--- src/rtl/cbz_lerp_cell.sv ---
// One interpolation cell: registers u*a and t*b, then their sum.
`timescale 1ns / 1ps

module cbz_lerp_cell #(
	parameter int IN_W = 10,
	parameter int T_W  = 11
) (
	input  logic                    clk,
	input  logic                    en,
	input  logic [T_W-1:0]          t,
	input  logic [T_W-1:0]          u,
	input  logic [IN_W-1:0]         a,
	input  logic [IN_W-1:0]         b,
	output logic [IN_W+T_W-2:0]     sum
);

	localparam int PROD_W = IN_W + T_W;
	localparam int OUT_W  = IN_W + T_W - 1;

	logic [PROD_W-1:0] pa_s1;
	logic [PROD_W-1:0] pb_s1;
	logic [PROD_W-1:0] full_sum;
	logic [OUT_W-1:0]  sum_s2;

	// The sum never exceeds (2^IN_W - 1) * 2^(T_W - 1), so the top bit is dropped.
	assign full_sum = pa_s1 + pb_s1;

	always_ff @(posedge clk) begin
		if (en) begin
			pa_s1  <= PROD_W'(u) * PROD_W'(a);
			pb_s1  <= PROD_W'(t) * PROD_W'(b);
			sum_s2 <= full_sum[OUT_W-1:0];
		end
	end

	assign sum = sum_s2;

endmodule

--- config.mk ---
export PLATFORM = sky130hd
export DESIGN_NAME = cbz_lerp_cell
export DESIGN_NICKNAME = d
export VERILOG_FILES = /design/src/rtl/cbz_lerp_cell.sv
export SDC_FILE = /design/constraint.sdc
export NUM_CORES = 1
export LEC_CHECK = 0
export BUFFER_PORTS_ARGS = -buffer_cell sky130_fd_sc_hd__buf_2
export CAP_MARGIN = 25
export CORE_ASPECT_RATIO = 1.1
export CORE_UTILIZATION = 54
export DETAILED_ROUTE_END_ITERATION = 10
export PLACE_DENSITY = 0.71
export SLEW_MARGIN = 20
export SYNTH_ARGS = -nofsm -noshare
export SYNTH_HDL_FRONTEND = slang
export SYNTH_SLANG_ARGS = --single-unit
--- constraint.sdc ---
create_clock -name clk -period 14.9 [get_ports clk]
set_input_delay 1.49 -clock clk [delete_from_list [all_inputs] [get_ports clk]]
set_output_delay 1.49 -clock clk [all_outputs]
set_load 0.01 [all_outputs]
==> tab_implementation.tex, run 1 <==
\begin{tabular}{lr}
\hline
Metric & Value \\
\hline
\multicolumn{2}{l}{\textbf{Die}} \\
Chip Height & 143.1 um \\
Boundary pin count & 64 \\
Row count & 51 \\
Die Span X & 130.2 um \\
Floorplan core area & 17680 sq um \\
Die Outline Area & 18630 sq um \\
Starting Density & 0.5526 \\
\multicolumn{2}{l}{\textbf{Worst setup path}} \\
Cells along the critical path & buf\_2 > nand2\_1 > fa\_1 > inv\_1 > fa\_1 > inv\_1 > fa\_1 > inv\_1 > fa\_1 > inv\_1 > fa\_1 > inv\_1 > ha\_1 > nor4\_1 > o21ai\_1 > nand4\_1 > a21boi\_1 > a311o\_1 > a21oi\_1 > xnor2\_1 \\
Crit path buf inv count & 6 \\
Reg2Reg Launch Point & pb\_s1[6] \\
Path type of the worst setup path & in -> reg \\
Data arrival time at the worst-slack endpoint & 6.19 ns \\
Origin of the worst setup path & a[1] \\
WP data required & 14.98 ns \\
Slack of the worst reg-to-reg path & 12.10 ns \\
Critical path's largest stage delay & 0.54 ns \\
Path depth of the worst reg2reg path & 7 \\
Crit path capture type & flop \\
Endpoint of the worst-slack reg-to-reg timing path & sum[19] \\
Max Fanout on Critical Path & 11 \\
Category of the worst setup path launch point & input port \\
Cell family contributing the most delay on the critical path & adder cells \\
CP max stage cell & fa\_1 \\
\multicolumn{2}{l}{\textbf{Place}} \\
Placed Instance Area & 10240 sq um \\
Cell total after placement & 1278 \\
Routability cong. & 0.8716 \\
DPL Wire Length & 15130 um \\
I/O Buffers & 63 \\
\multicolumn{2}{l}{\textbf{Global routing}} \\
Maximum number of pins on one net before global-route repair & 61 \\
Number of antenna violations at the first check in global routing & 0 \\
All-layer global routing usage & 0.2155 \\
Vias in the first global route & 6882 \\
Met2 routing resource usage after global routing & 0.3777 \\
Met3 track demand over resource & 0.03672 \\
Met1 Usage GRT & 0.2822 \\
Aggregate global routing overflow & 0 \\
Wire length of the first global-routing pass & 31530 um \\
Highest-utilization routing layer at the global route stage & met2 \\
\multicolumn{2}{l}{\textbf{Routing}} \\
Violation count after the first detailed-routing iteration & 314 \\
Count of TritonRoute iterations in the first routing pass & 5 \\
DRC violations left & 0 \\
Via count & 6917 \\
Total wirelength of the detailed-routed design & 18270 um \\
WL per Instance & 14.13 um \\
Remaining number of nets flagged by the antenna check after routing & 0 \\
Detailed-route vias per instance & 5.350 \\
\multicolumn{2}{l}{\textbf{Clock tree}} \\
Total of hold buffers inserted after clock tree synthesis & 0 \\
Buffers inserted during post-CTS setup optimization & 0 \\
Total CTS buffers & 9 \\
Number of H-tree levels & 3 \\
Clock latency at the later pin of the worst-skew pair & 0.33 ns \\
CTS tree & yes \\
Clock slew at the register clock pins of the worst setup and hold paths & 0.05 ns \\
Clock Tree Root & clkbuf\_16 \\
Sink Count & 60 \\
Cts repair resizes & 0 \\
Buffers from clock root to sink, at most & 2 \\
\multicolumn{2}{l}{\textbf{Power and ir drop}} \\
Net Sw Power & 932.7 uW \\
Part of the power in the clock network & 0.115 \\
Total power per unit cell area & 201.1 nW/um\^{}2 \\
Static power due to leakage & 0.005247 uW \\
Cell-internal power & 1199 uW \\
Portion of total power attributed to combinational logic & 0.706 \\
Peak supply drop & 119.6 uV \\
Share of total power consumed by net switching & 0.4376 \\
Sequential fraction of design power & 0.179 \\
\multicolumn{2}{l}{\textbf{Synth}} \\
Async set or reset register ratio after synthesis & 0 \\
Main flop type after synthesis & edfxtp\_1 \\
Area fraction of the dominant cell type after synthesis & 0.2849 \\
Synth Area in Adders & 0.4450 \\
Simple-gate share of the synthesized area & 0.1601 \\
Post-synthesis sequential area ratio & 0.1845 \\
Number of enable-type register cells in the synthesized netlist & 60 \\
Multiplexer share of the synthesized area & 0.002050 \\
Flop and latch count out of synthesis & 60 \\
Mapped Nets & 1322 \\
Post-synthesis instance area & 9767 sq um \\
Synth area leaders & fa\_1 (28\%), edfxtp\_1 (18\%), ha\_1 (16\%) \\
Area fraction in compound gates after synthesis & 0.08468 \\
Synthesized-area fraction occupied by xor and xnor cells & 0.04753 \\
Number of standard cells after synthesis & 1014 \\
Mapped Avg Cell Area & 9.632 sq um \\
Yosys warns & 0 \\
Cell type with the highest aggregate area in the netlist & fa\_1 \\
Largest family of logic cells by synthesized area & adder cells \\
Count of distinct cell types in the synthesized netlist & 46 \\
\multicolumn{2}{l}{\textbf{Cells and area}} \\
Layout Area Growth over Synthesis & 8.507\% \\
Final net count & 1359 \\
Final Util & 0.5996 \\
Share of layout cells above drive strength 1 & 0.07773 \\
Number of diodes added for antenna fixing & 0 \\
Post-route cell area & 10600 sq um \\
Non-filler instance count after layout & 1293 \\
\multicolumn{2}{l}{\textbf{STA}} \\
Total count of hold-check failures in the final report & 0 \\
Min Tclk post-route & 6.111 ns \\
Max-slew headroom & 0.5064 \\
Fmax achieved & 0.1636 GHz \\
Number of max-slew violations in the final report & 0 \\
Final setup violation count & 0 \\
Worst clock skew & 0.008063 ns \\
Unrepaired setup endpoints after global routing & false \\
Post-route fraction of the period consumed by the critical path & 0.4101 \\
Post-route setup TNS & 0 ns \\
Worst slew pin tran & 0.7404 ns \\
\multicolumn{2}{l}{\textbf{Worst hold path}} \\
Sink of the worst hold path & sum[0] \\
Hold crit path type & reg -> reg \\
Worst hold path stage count & 1 \\
Hold path startpoint & pa\_s1[0] \\
\multicolumn{2}{l}{\textbf{Outcome}} \\
Run status & completed \\
\multicolumn{2}{l}{\textbf{Flow run}} \\
Maximum Capacitance Violations & 0 \\
\hline
\end{tabular}
==> registers in the layout, indices dropped and copies added, names as in the netlist <==
signal	count
pa_s1	20
pb_s1	20
sum	20
==> Yosys cell counts, drive strengths merged, types with 3 or more instances <==
master and instances:
nand4 4, a21o 15, o21ai 20, xor2 13, nor2 27, ha 125, o211ai 3, inv 160
edfxtp 60, nand2b 6, nand3 8, a2111oi 5, and3 6, o21bai 6, xnor2 40, a211oi 4
nand2 126, and2 118, o21a 8, nor2b 7, a21oi 41, clkbuf 38, a21boi 3, fa 139
nor3 10
==> power groups by stage <==
stage	combinational (uW)	sequential (uW)	clock (uW)
finish	1500	381	245
global route	1740	387	257
CTS	1520	382	249
detailed placement	1500	384	0
global placement	1470	385	0
floorplan	1190	385	0
==> per-layer routing <==
layer,wire [um],vias up
met4,218,0
met3,554,17
met5,0,-
met1,8199,3456
met2,9295,105
li1,-,3339
==> metrics by stage <==
stage / hold WS [ns] / power (uW) / worst slack, ns
2_1_floorplan: 0.5128 / 1573 / 8.780
3_3_place_gp: 0.5343 / 1852 / 8.645
3_5_place_dp: 0.5413 / 1882 / 8.489
4_1_cts: 0.5537 / 2146 / 8.839
5_1_grt: 0.5632 / 2381 / 8.551
6_report: 0.5492 / 2131 / 8.789
==> layout by cell type, fill, tap and decap left out, types with 2 or more instances in the layout <==
master     count
a21o_1        15
and2_1       118
o21a_1         8
a211oi_1       4
a31oi_1        2
nand3_1        8
xnor2_1       40
buf_2         63
mux2i_1        2
nand2_1      126
fa_1         139
a21oi_1       41
o221ai_1       2
nor2b_1        6
nand4_1        4
edfxtp_1      60
a221oi_1       2
xor2_1        13
nand2b_1       6
o311ai_1       2
bufinv_16      4
ha_1         125
o21bai_1       6
and3_1         6
clkbuf_16      9
nor3_1        10
o21ai_0        5
o21ai_1       15
inv_1        160
a21boi_1       2
o211ai_1       3
a2111oi_0      4
nor2_1        27
clkinv_1       2
==> area by class of cell <==
type,count,area (sq um)
multi-input combinational,756,7222
fill,1526,7078
sequential,60,1802
inverter,160,600.6
timing repair buffer,64,322.8
tap,238,297.8
clock buffer,9,225.2
clock inverter,6,127.6
==> how the worst max path moves through the flow <==
stage                      to  slack (ns)  depth (start not counted)
floorplan           pa_s1[19]        8.78                         20
global placement    pa_s1[19]        8.65                         18
detailed placement  pa_s1[19]        8.49                         20
CTS                 pa_s1[19]        8.84                         20
global route        pa_s1[19]        8.55                         20
finish              pa_s1[19]        8.79                         20
==> cells by family after synthesis <==
group | Yosys count
AO/OA/AOI/OAI | 123
buffers and inverters | 198
adder cells (fa/ha/maj) | 264
multiplexers | 2
flip-flops | 60
AND/OR/NAND/NOR | 314
XOR/XNOR | 53
Power figures use the tool's default switching activity.
==> run 2, diff against run 1 <==
clock period = 6 ns   (was 14.9 ns; I/O delays follow)
==> run 2 against run 1 <==
  * Hold slack better by 0.0037 ns
  * Via count is 0.53% lower
  * Critical path depth stayed put
  * Combinational power is 150% higher
  * Critical path type unchanged
  * Critical endpoint unchanged
  * Largest cell class unchanged
==> tab_implementation.tex, run 2 (same netlist as run 1, synthesis figures left out) <==
\begin{tabular}{lr}
\hline
Metric & Value \\
\hline
\multicolumn{2}{l}{\textbf{Worst setup path}} \\
Slack of the worst reg-to-reg path & 3.23 ns \\
Category of the worst setup path launch point & input port \\
Path depth of the worst reg2reg path & 8 \\
Crit path capture type & flop \\
CP max stage cell & fa\_1 \\
Critical path's largest stage delay & 0.56 ns \\
Endpoint of the worst-slack reg-to-reg timing path & sum[19] \\
Path type of the worst setup path & in -> reg \\
WP data required & 6.07 ns \\
Data arrival time at the worst-slack endpoint & 5.20 ns \\
Reg2Reg Launch Point & pa\_s1[6] \\
Origin of the worst setup path & a[1] \\
Max Fanout on Critical Path & 11 \\
Cells along the critical path & buf\_2 > nand2\_1 > fa\_1 > inv\_1 > fa\_1 > inv\_1 > fa\_1 > inv\_1 > fa\_1 > inv\_1 > fa\_1 > inv\_1 > ha\_1 > nor4\_1 > o21ai\_1 > nand4\_1 > a21boi\_1 > a311o\_1 > a21oi\_1 > xnor2\_1 \\
\multicolumn{2}{l}{\textbf{Cells and area}} \\
Number of diodes added for antenna fixing & 0 \\
Post-route cell area & 10540 sq um \\
Share of layout cells above drive strength 1 & 0.08310 \\
Multi-input gate area & 7222 sq um \\
Leading cell type in the layout, fill and taps excluded & inv\_1 \\
Final net count & 1362 \\
Commonest non-fill, non-tap cells in the layout & inv\_1 (160), fa\_1 (139), nand2\_1 (126) \\
Layout Area Growth over Synthesis & 7.956\% \\
Final Util & 0.5965 \\
Number of filler instances in the final layout & 1561 \\
Flip-flop and latch area & 1802 sq um \\
Non-filler instance count after layout & 1297 \\
\multicolumn{2}{l}{\textbf{Power and ir drop}} \\
Cell-internal power & 2818 uW \\
Peak supply drop & 274.3 uV \\
Portion of total power attributed to combinational logic & 0.724 \\
Part of the power in the clock network & 0.091 \\
Sequential fraction of design power & 0.185 \\
Static power due to leakage & 0.005222 uW \\
Net Sw Power & 2295 uW \\
Total power consumption of the routed design & 5114 uW \\
Share of total power consumed by net switching & 0.4488 \\
Total power per unit cell area & 485.0 nW/um\^{}2 \\
\multicolumn{2}{l}{\textbf{Clock tree}} \\
CTS tree & yes \\
Sink Count & 60 \\
Number of H-tree levels & 3 \\
Clock Tree Root & clkbuf\_16 \\
Clock latency at the later pin of the worst-skew pair & 0.33 ns \\
Total CTS buffers & 9 \\
Buffers inserted during post-CTS setup optimization & 0 \\
Buffers from clock root to sink, at most & 2 \\
Clock slew at the register clock pins of the worst setup and hold paths & 0.05 ns \\
Total of hold buffers inserted after clock tree synthesis & 0 \\
Cts repair resizes & 0 \\
\multicolumn{2}{l}{\textbf{Routing}} \\
Remaining number of nets flagged by the antenna check after routing & 0 \\
Via count & 6880 \\
Count of TritonRoute iterations in the first routing pass & 4 \\
Violation count after the first detailed-routing iteration & 301 \\
Detailed-route vias per instance & 5.305 \\
WL per Instance & 13.82 um \\
Total wirelength of the detailed-routed design & 17920 um \\
DRC violations left & 0 \\
\multicolumn{2}{l}{\textbf{Worst hold path}} \\
Hold path startpoint & pa\_s1[0] \\
Hold crit path type & reg -> reg \\
Sink of the worst hold path & sum[0] \\
Worst hold path stage count & 1 \\
\multicolumn{2}{l}{\textbf{Die}} \\
Boundary pin count & 64 \\
Floorplan core area & 17680 sq um \\
Chip Height & 143.1 um \\
Row count & 51 \\
Die Span X & 130.2 um \\
Starting Density & 0.5526 \\
Die Outline Area & 18630 sq um \\
\multicolumn{2}{l}{\textbf{STA}} \\
Max-slew headroom & 0.4986 \\
Number of max-slew violations in the final report & 0 \\
Post-route fraction of the period consumed by the critical path & 0.8541 \\
Total count of hold-check failures in the final report & 0 \\
Fmax achieved & 0.1951 GHz \\
Worst slew pin tran & 0.7520 ns \\
Min Tclk post-route & 5.124 ns \\
Post-route setup TNS & 0 ns \\
Worst clock skew & 0.006603 ns \\
Final setup violation count & 0 \\
Unrepaired setup endpoints after global routing & false \\
\multicolumn{2}{l}{\textbf{Global routing}} \\
Vias in the first global route & 7062 \\
Aggregate global routing overflow & 0 \\
Number of antenna violations at the first check in global routing & 0 \\
All-layer global routing usage & 0.2184 \\
Wire length of the first global-routing pass & 32260 um \\
Maximum number of pins on one net before global-route repair & 61 \\
\multicolumn{2}{l}{\textbf{Place}} \\
I/O Buffers & 63 \\
Routability cong. & 0.8794 \\
Cell total after placement & 1281 \\
Placed Instance Area & 10270 sq um \\
DPL Wire Length & 14970 um \\
\multicolumn{2}{l}{\textbf{Flow run}} \\
Maximum Capacitance Violations & 0 \\
\multicolumn{2}{l}{\textbf{Outcome}} \\
Run status & completed \\
\hline
\end{tabular}
[run 2: how the worst max path moves through the flow]
stage	endpoint	slack, ns	cells after the start
after floorplan	pa_s1[19]	0.77	20
after CTS	pa_s1[19]	0.88	20
final	pa_s1[19]	0.88	20
after global placement	pa_s1[19]	0.64	20
after global routing	pb_s1[18]	0.58	18
after detailed placement	pa_s1[19]	0.56	20
[run 2: routing by layer]
metal / global-route usage / wire [um]
met4: 0.04712 / 259
met1: 0.2988 / 8101
met5: 0 / 0
met3: 0.02960 / 686
met2: 0.3676 / 8876
[run 2: worst max-delay path: cells and delay by family]
family	cells	cell delay (ns)
compound gates	4	0.78
xor+xnor	1	0.08
fa+ha+maj	6	2.74
buf+inv	6	0.46
simple gates	3	0.56
[run 2: power groups by stage]
stage / logic (uW) / clock network (uW) / registers, uW
6_report: 3700 / 466 / 944
5_1_grt: 4300 / 493 / 964
3_3_place_gp: 3660 / 0 / 955
2_1_floorplan: 2950 / 0 / 956
4_1_cts: 3740 / 475 / 948
3_5_place_dp: 3700 / 0 / 954
[run 2: stage by stage]
step / hold slack (ns) / worst slack (ns)
6_report: 0.5528 / 0.8756
5_1_grt: 0.5731 / 0.5808
4_1_cts: 0.5606 / 0.8802
3_5_place_dp: 0.5471 / 0.5574
3_3_place_gp: 0.5338 / 0.6427
2_1_floorplan: 0.5128 / 0.7698
[run 2: cell type report]
type                    instances  share of cell area
clock buffers                   9             0.02136
inverters                     160             0.05696
repair buffers                 67             0.03275
clock inverters                 7            0.004865
well taps                     238             0.02824
flip-flops and latches         60              0.1709
multi-input cells             756              0.6849
